## src/sv/occupancy_cell_hit_counter_assert.svh

```systemverilog
// Assertion macros for the occupancy cell hit counter.
// Included by the top level; uses the clk and rst names of the including module.
`ifndef OCCUPANCY_CELL_HIT_COUNTER_ASSERT_SVH
`define OCCUPANCY_CELL_HIT_COUNTER_ASSERT_SVH

// The consequence must hold in the same cycle as the antecedent.
`define OCHC_ASSERT_SAME(label, ante, cons) \
  label: assert property (@(posedge clk) disable iff (rst) (ante) |-> (cons)) \
    else $error("occupancy cell hit counter: same-cycle check failed");

// The consequence must hold in the cycle after the antecedent.
`define OCHC_ASSERT_NEXT(label, ante, cons) \
  label: assert property (@(posedge clk) disable iff (rst) (ante) |=> (cons)) \
    else $error("occupancy cell hit counter: next-cycle check failed");

`endif

```

## src/sv/ochc_pkg.sv

```systemverilog
// Shared types, codes and defaults of the occupancy cell hit counter.
// No dependencies; imported by the top level, the controller and the datapath.
package ochc_pkg;

  // Default geometry of the map.
  localparam int MAP_MM_DEF  = 4096;
  localparam int CELL_MM_DEF = 64;

  // Width of an offset coordinate after moving the origin to the map corner.
  localparam int Q_W    = 16;
  localparam int PROD_W = 2 * Q_W + 1;

  // Commands.
  localparam logic [1:0] CMD_INSERT   = 2'd0;
  localparam logic [1:0] CMD_CLASSIFY = 2'd1;
  localparam logic [1:0] CMD_DECAY    = 2'd2;
  localparam logic [1:0] CMD_PENDING  = 2'd3;

  // Cell status codes.
  localparam logic [1:0] ST_PENDING = 2'd0;
  localparam logic [1:0] ST_FULL    = 2'd1;
  localparam logic [1:0] ST_EMPTY   = 2'd2;

  // Configuration register indexes and reset values.
  localparam logic [1:0] CFG_FULL_THRESHOLD = 2'd0;
  localparam logic [1:0] CFG_HIT_CEILING    = 2'd1;
  localparam logic [1:0] CFG_DECAY_STEP     = 2'd2;
  localparam logic [7:0] FULL_THRESHOLD_RST = 8'd3;
  localparam logic [7:0] HIT_CEILING_RST    = 8'd255;
  localparam logic [7:0] DECAY_STEP_RST     = 8'd1;

  // One stored cell.
  typedef struct packed {
    logic       touched;
    logic [7:0] hits;
    logic [1:0] status;
  } ochc_word_t;

  localparam int WORD_W = $bits(ochc_word_t);

  // Controller to datapath commands.
  typedef struct packed {
    logic clear_en;
    logic load;
    logic div_en;
    logic addr_en;
    logic rmw_en;
  } ochc_ctl_t;

  // Datapath to controller status.
  typedef struct packed {
    logic clear_last;
  } ochc_stat_t;

endpackage

```

## src/sv/ochc_ctrl.sv

```systemverilog
// Sequencer of the occupancy cell hit counter: clearing pass, item steps, result slot.
// Depends on ochc_pkg.
module ochc_ctrl import ochc_pkg::*; (
  input  logic       clk,
  input  logic       rst,
  input  logic       in_valid,
  output logic       in_stall,
  output logic       out_valid,
  input  logic       out_stall,
  input  ochc_stat_t stat,
  output ochc_ctl_t  ctl
);

  localparam logic [2:0] S_CLEAR = 3'd0;
  localparam logic [2:0] S_IDLE  = 3'd1;
  localparam logic [2:0] S_DIV   = 3'd2;
  localparam logic [2:0] S_ADDR  = 3'd3;
  localparam logic [2:0] S_RMW   = 3'd4;

  logic [2:0] state, state_next;
  logic       slot_free;

  // The result slot can take a new word when empty or when its word leaves now.
  assign slot_free = !out_valid || !out_stall;
  assign in_stall  = (state != S_IDLE);

  // Commands to the datapath.
  always_comb begin
    ctl          = '0;
    ctl.clear_en = (state == S_CLEAR);
    ctl.load     = (state == S_IDLE) && in_valid;
    ctl.div_en   = (state == S_DIV);
    ctl.addr_en  = (state == S_ADDR);
    ctl.rmw_en   = (state == S_RMW) && slot_free;
  end

  // Next state.
  always_comb begin
    state_next = state;
    unique case (state)
      S_CLEAR: begin
        if (stat.clear_last) state_next = S_IDLE;
      end
      S_IDLE: begin
        if (in_valid) state_next = S_DIV;
      end
      S_DIV:   state_next = S_ADDR;
      S_ADDR:  state_next = S_RMW;
      S_RMW: begin
        if (slot_free) state_next = S_IDLE;
      end
      default: state_next = S_CLEAR;
    endcase
  end

  // State and result slot registers.
  always_ff @(posedge clk) begin
    if (rst) begin
      state     <= S_CLEAR;
      out_valid <= 1'b0;
    end else begin
      state <= state_next;
      priority if (ctl.rmw_en) begin
        out_valid <= 1'b1;
      end else if (!out_stall) begin
        out_valid <= 1'b0;
      end
    end
  end

endmodule

```

## config.mk

```make
export PLATFORM = sky130hd
export DESIGN_NAME = ochc_ctrl
export DESIGN_NICKNAME = d
export VERILOG_FILES = /design/src/sv/occupancy_cell_hit_counter_assert.svh /design/src/sv/ochc_pkg.sv /design/src/sv/ochc_ctrl.sv
export SDC_FILE = /design/constraint.sdc
export NUM_CORES = 1
export LEC_CHECK = 0
export BUFFER_PORTS_ARGS = -buffer_cell sky130_fd_sc_hd__buf_2
export CAP_MARGIN = 20
export CORE_AREA = 2 2 39 41
export DETAILED_ROUTE_END_ITERATION = 8
export DIE_AREA = 0 0 41 43
export GPL_TIMING_DRIVEN = 0
export SKIP_LAST_GASP = 1
export SYNTH_ARGS = -nofsm -noshare
export SYNTH_HDL_FRONTEND = slang
export SYNTH_SLANG_ARGS = --single-unit
```

## constraint.sdc

```tcl
create_clock -name clk -period 1.5 [get_ports clk]
set_clock_uncertainty 0.2 [all_clocks]
set_input_delay 0.3 -clock clk [delete_from_list [all_inputs] [get_ports clk]]
set_output_delay 0.3 -clock clk [all_outputs]
set_load 0.01 [all_outputs]
```

### Yosys cells after proc, flatten, opt, wreduce, memory -nomap -nowiden

Cells that the tools add are included.
W data, S select, Z words.

| storage, ports and cells | value |
|---|---|
| register bits | 4 |
| input bits | 5 |
| output and inout port bits | 7 |

| operators by class | value |
|---|---|
| eq/ne operators | 9 |
| muxes and demuxes | 6 |
| reductions and logical operators | 7 |

Operator list:

| cell | number |
|---|---|
| $pmux W3 S5 | 1 |
| $mux W3 | 3 |
| $eq A3 B2 Y1 const B | 2 |
| $ne A2 B2 Y1 const B | 3 |
| $eq A3 B1 Y1 const B | 1 |
| $eq A3 B3 Y1 const B | 1 |
| $logic_not A3 Y1 | 1 |
| $ne A3 B1 Y1 const B | 1 |
| $reduce_and A3 Y1 | 1 |
| $logic_and A1 B1 Y1 | 2 |
| $logic_not A1 Y1 | 2 |
| $mux W1 | 2 |
| $ne A2 B1 Y1 const B | 1 |
| $logic_or A1 B1 Y1 | 1 |

### Depth between registers and ports, before layout

| depth | value |
|---|---|
| depth in word-level cells | 4 |
| depth in mapped cells | 5 |

### Least setup slack after synthesis

No wires, ideal clock.

| timing path | value |
|---|---|
| path type | register to output |
| start | register state[0] |
| end | output ctl[3] (netlist bit) |
| arrival time | 0.985 ns |
| data required time | 1.000 ns |
| path slack | 0.015 ns |
| stages on the path, launching flop included | 4 |
| path through | dfxtp_1 buf_6 or3b_1 nor2_2 |

RTL lines:

| what | RTL line | text |
|---|---|---|
| start, declared | ochc_ctrl.sv:20 | `logic [2:0] state, state_next;` |
| start signal, assigned | ochc_ctrl.sv:62 | `state <= state_next;` |
| end, declared | ochc_ctrl.sv:11 | `output ochc_ctl_t ctl` |

==> summary.md <==
| Metric | Value |
|---|---|
| Hold Crit Class | in -> reg |
| Design area | 434 um^2 |
| Setup TNS | -0.722 ns |
| H-Tree Depth | 1 |
| Die X | 41 um |
| Number of core rows | 14 |
| Run status | finished with violations |
| CTS Sinks | 4 |
| Final worst slack | -0.199 ns |
| Clock Pin Slew Worst Setup and Hold Paths | 0.04 ns |
| Share of the synthesized area in the top cell type | 32.7% |
| Synthesis-stage register bit count | 4 |
| CP max FO | 3 |
| Initial core utilization | 17.7% |
| Top cells by area, synth | dfxtp_1 33%, buf_6 9.2%, nand2_1 6.1%, nor3b_2 5.1%, inv_1 4.6% |
| Cell Pwr Density | 772 nW/um^2 |
| Proportion of power drawn by the clock network | 40.2% |
| Syn Area/Cell | 7.66 um^2 |
| Setup-failing EPs final | 6 |
| Pwr Total | 335 uW |
| Port Buf Inserts | 11 |
| Drt wl/cell | 9.07 um |
| Initial DRC Count | 0 |
| Fin nets | 59 |
| Post-synth top area cell | dfxtp_1 |
| Comb power frac | 24.9% |
| Area Growth Syn to Fin | 77.0% |
| First-pass GRT wire length | 1100 um |
| GRT Residual Overflow | 0 |
| Relative slew slack | 91.9% |
| Max Transition Viols Final | 0 |
| Top FF cell, synth | dfxtp_1 |
| Synth Instances | 32 |
| Critical path type | reg -> out |
| Worst VDD drop | 0.415 mV |
| Sequential share of power | 35.0% |
| Vias per Instance | 4.03 |
| Sw power | 88.1 uW |
| Initial antenna violation count | 0 |
| Synth unique cells | 18 |
| DRT antenna net count | 0 |
| Final Hold Violating Endpoints | 0 |
| Die Ht | 43 um |
| CTS tree | yes |
| Mapped cell area | 245 um^2 |
| Crit path required time | 1.00 ns |
| CP Capture Type | output port |
| DRC | 0 |
| RSZ-0062 raised after global routing | true |
| Worst Tran Pin Value | 0.118 ns |
| Leak | 0.000209 uW |
| Final wirelength | 617 um |
| Post-CTS Hold Fix Bufs | 0 |
| Area after DPL | 320 um^2 |
| Drt pass-1 iters | 1 |
| Core region area | 1380 um^2 |
| Gpl congestion | 0.651 |
| Crit path time final | 1.70 ns |
| Failing checks | setup timing |
| Share of cells above drive strength 1 | 61.5% |
| Finished Core Util | 31.4% |
| Fillcell total | 150 |
| Vias | 274 |
| Asr flop ratio synth | 0% |
| CP Data Arrival Time | 1.20 ns |
| Tcrit/Tclk final | 113% |
| Number of flops mapped to enable cells by yosys | 0 |
| FMAX | 589 MHz |
| Post-synthesis sequential area ratio | 32.7% |
| Root Buffer Master | clkbuf_4 |
| Die area | 1760 um^2 |
| Mapped Nets | 37 |
| Most instantiated cells after synthesis | 4 x dfxtp_1, 4 x nand2_1, 3 x inv_1, 3 x nor2_1 |
| Clock tree buffer depth | 2 |
| Startpoint Class | flip-flop |
| GRT Total Usage | 9.74% |
| Pin count of the biggest net entering global routing | 9 |
| TritonCTS Buffers | 3 |
| Total of max-cap violations | 0 |
| Yosys warnings | 0 |
| Vias in the first global route | 279 |
| Fin Hold WS | 0.0667 ns |
| Post-DP HPWL | 386 um |
| Internal Power | 247 uW |
| Clk Latency, worst-skew pair | 0.24 ns |
| Ant diodes | 0 |
| Switching Share | 26.3% |
| Io pins | 12 |
metrics by stage:
stage                     setup WS, ns  std cells
final                           -0.199         68
after global routing            -0.253         68
after CTS                       -0.231         69
after detailed placement       -0.0175         59
after global placement        -0.00230         59
after floorplan                 0.0150         32
critical path, stage by stage, from the launching register on:
cell and delay, ns:
dfxtp_4 0.35, or3b_4 0.40, nor2_2 0.10, buf_2 0.12
cells in the final DEF, fill, tap and decap left out, drive strengths merged:
cell type / synthesis / final
nor3: 2 / 2
and2: 1 / 1
nand2: 4 / 4
nor2b: 1 / 1
mux2i: 1 / 1
o21ai: 1 / 1
inv: 3 / 3
buf: 3 / 20
or3b: 1 / 1
nor2: 4 / 4
nor3b: 1 / 1
a21oi: 2 / 2
clkbuf: 0 / 3
nand3: 2 / 2
or2: 1 / 1
dfxtp: 4 / 4
a31oi: 1 / 1
registers in the layout, indices dropped and copies added (netlist names):
name and count:
state 3, out_valid 1
routing by layer:
layer / routed length [um] / vias up / global-route usage, % / share of wire [%]
li1: - / 143 / - / -
met1: 250 / 123 / 9.97 / 41
met2: 328 / 6 / 14.1 / 53
met3: 28 / 2 / 1.57 / 4.5
met4: 9 / 0 / 12.0 / 1.5
met5: 0 / - / 0 / 0
repair_timing:
action,4_1_cts,5_1_grt
pin swaps,3,6
endpoints found under the setup margin,5,7
gates resized for setup,4,9
buffers inserted,7,2
power by group through the flow:
stage | clock network (uW) | registers (uW) | logic [uW]
finish | 135 | 117 | 83.4
global route | 145 | 118 | 93.0
CTS | 140 | 116 | 83.8
detailed placement | 0 | 117 | 68.0
global placement | 0 | 116 | 67.7
floorplan | 0 | 116 | 46.4
worst paths after layout:
| check | cells after the start | startpoint | slack, ns | end |
|---|---|---|---|---|
| worst max-delay path | 3 | state[1] | -0.20 | ctl[3] |
| worst min-delay path | 2 | rst | 0.07 | state[2] |
| worst max register to register | 7 | state[1] | 0.09 | state[2] |
| worst min register to register | 2 | out_valid | 0.27 | state[2] |
cell type report:
type                    instances  area, um^2  share of cell area [%]
clock buffers                   3        22.5                    5.19
repair buffers                 20         145                    33.4
well taps                      16        20.0                    4.61
flip-flops and latches          4        91.3                    21.0
inverters                       3        11.3                    2.59
multi-input cells              22         144                    33.1
kinds of logic (layout without fill, tap and decap cells):
| family | count (synthesis) | in the layout | synth area share [%] |
|---|---|---|---|
| mux | 1 | 1 | 4.08 |
| buf+inv | 6 | 26 | 16.8 |
| flops | 4 | 4 | 32.7 |
| simple gates | 17 | 17 | 37.8 |
| compound gates | 4 | 4 | 8.67 |
(Power assumes the default switching activity.)
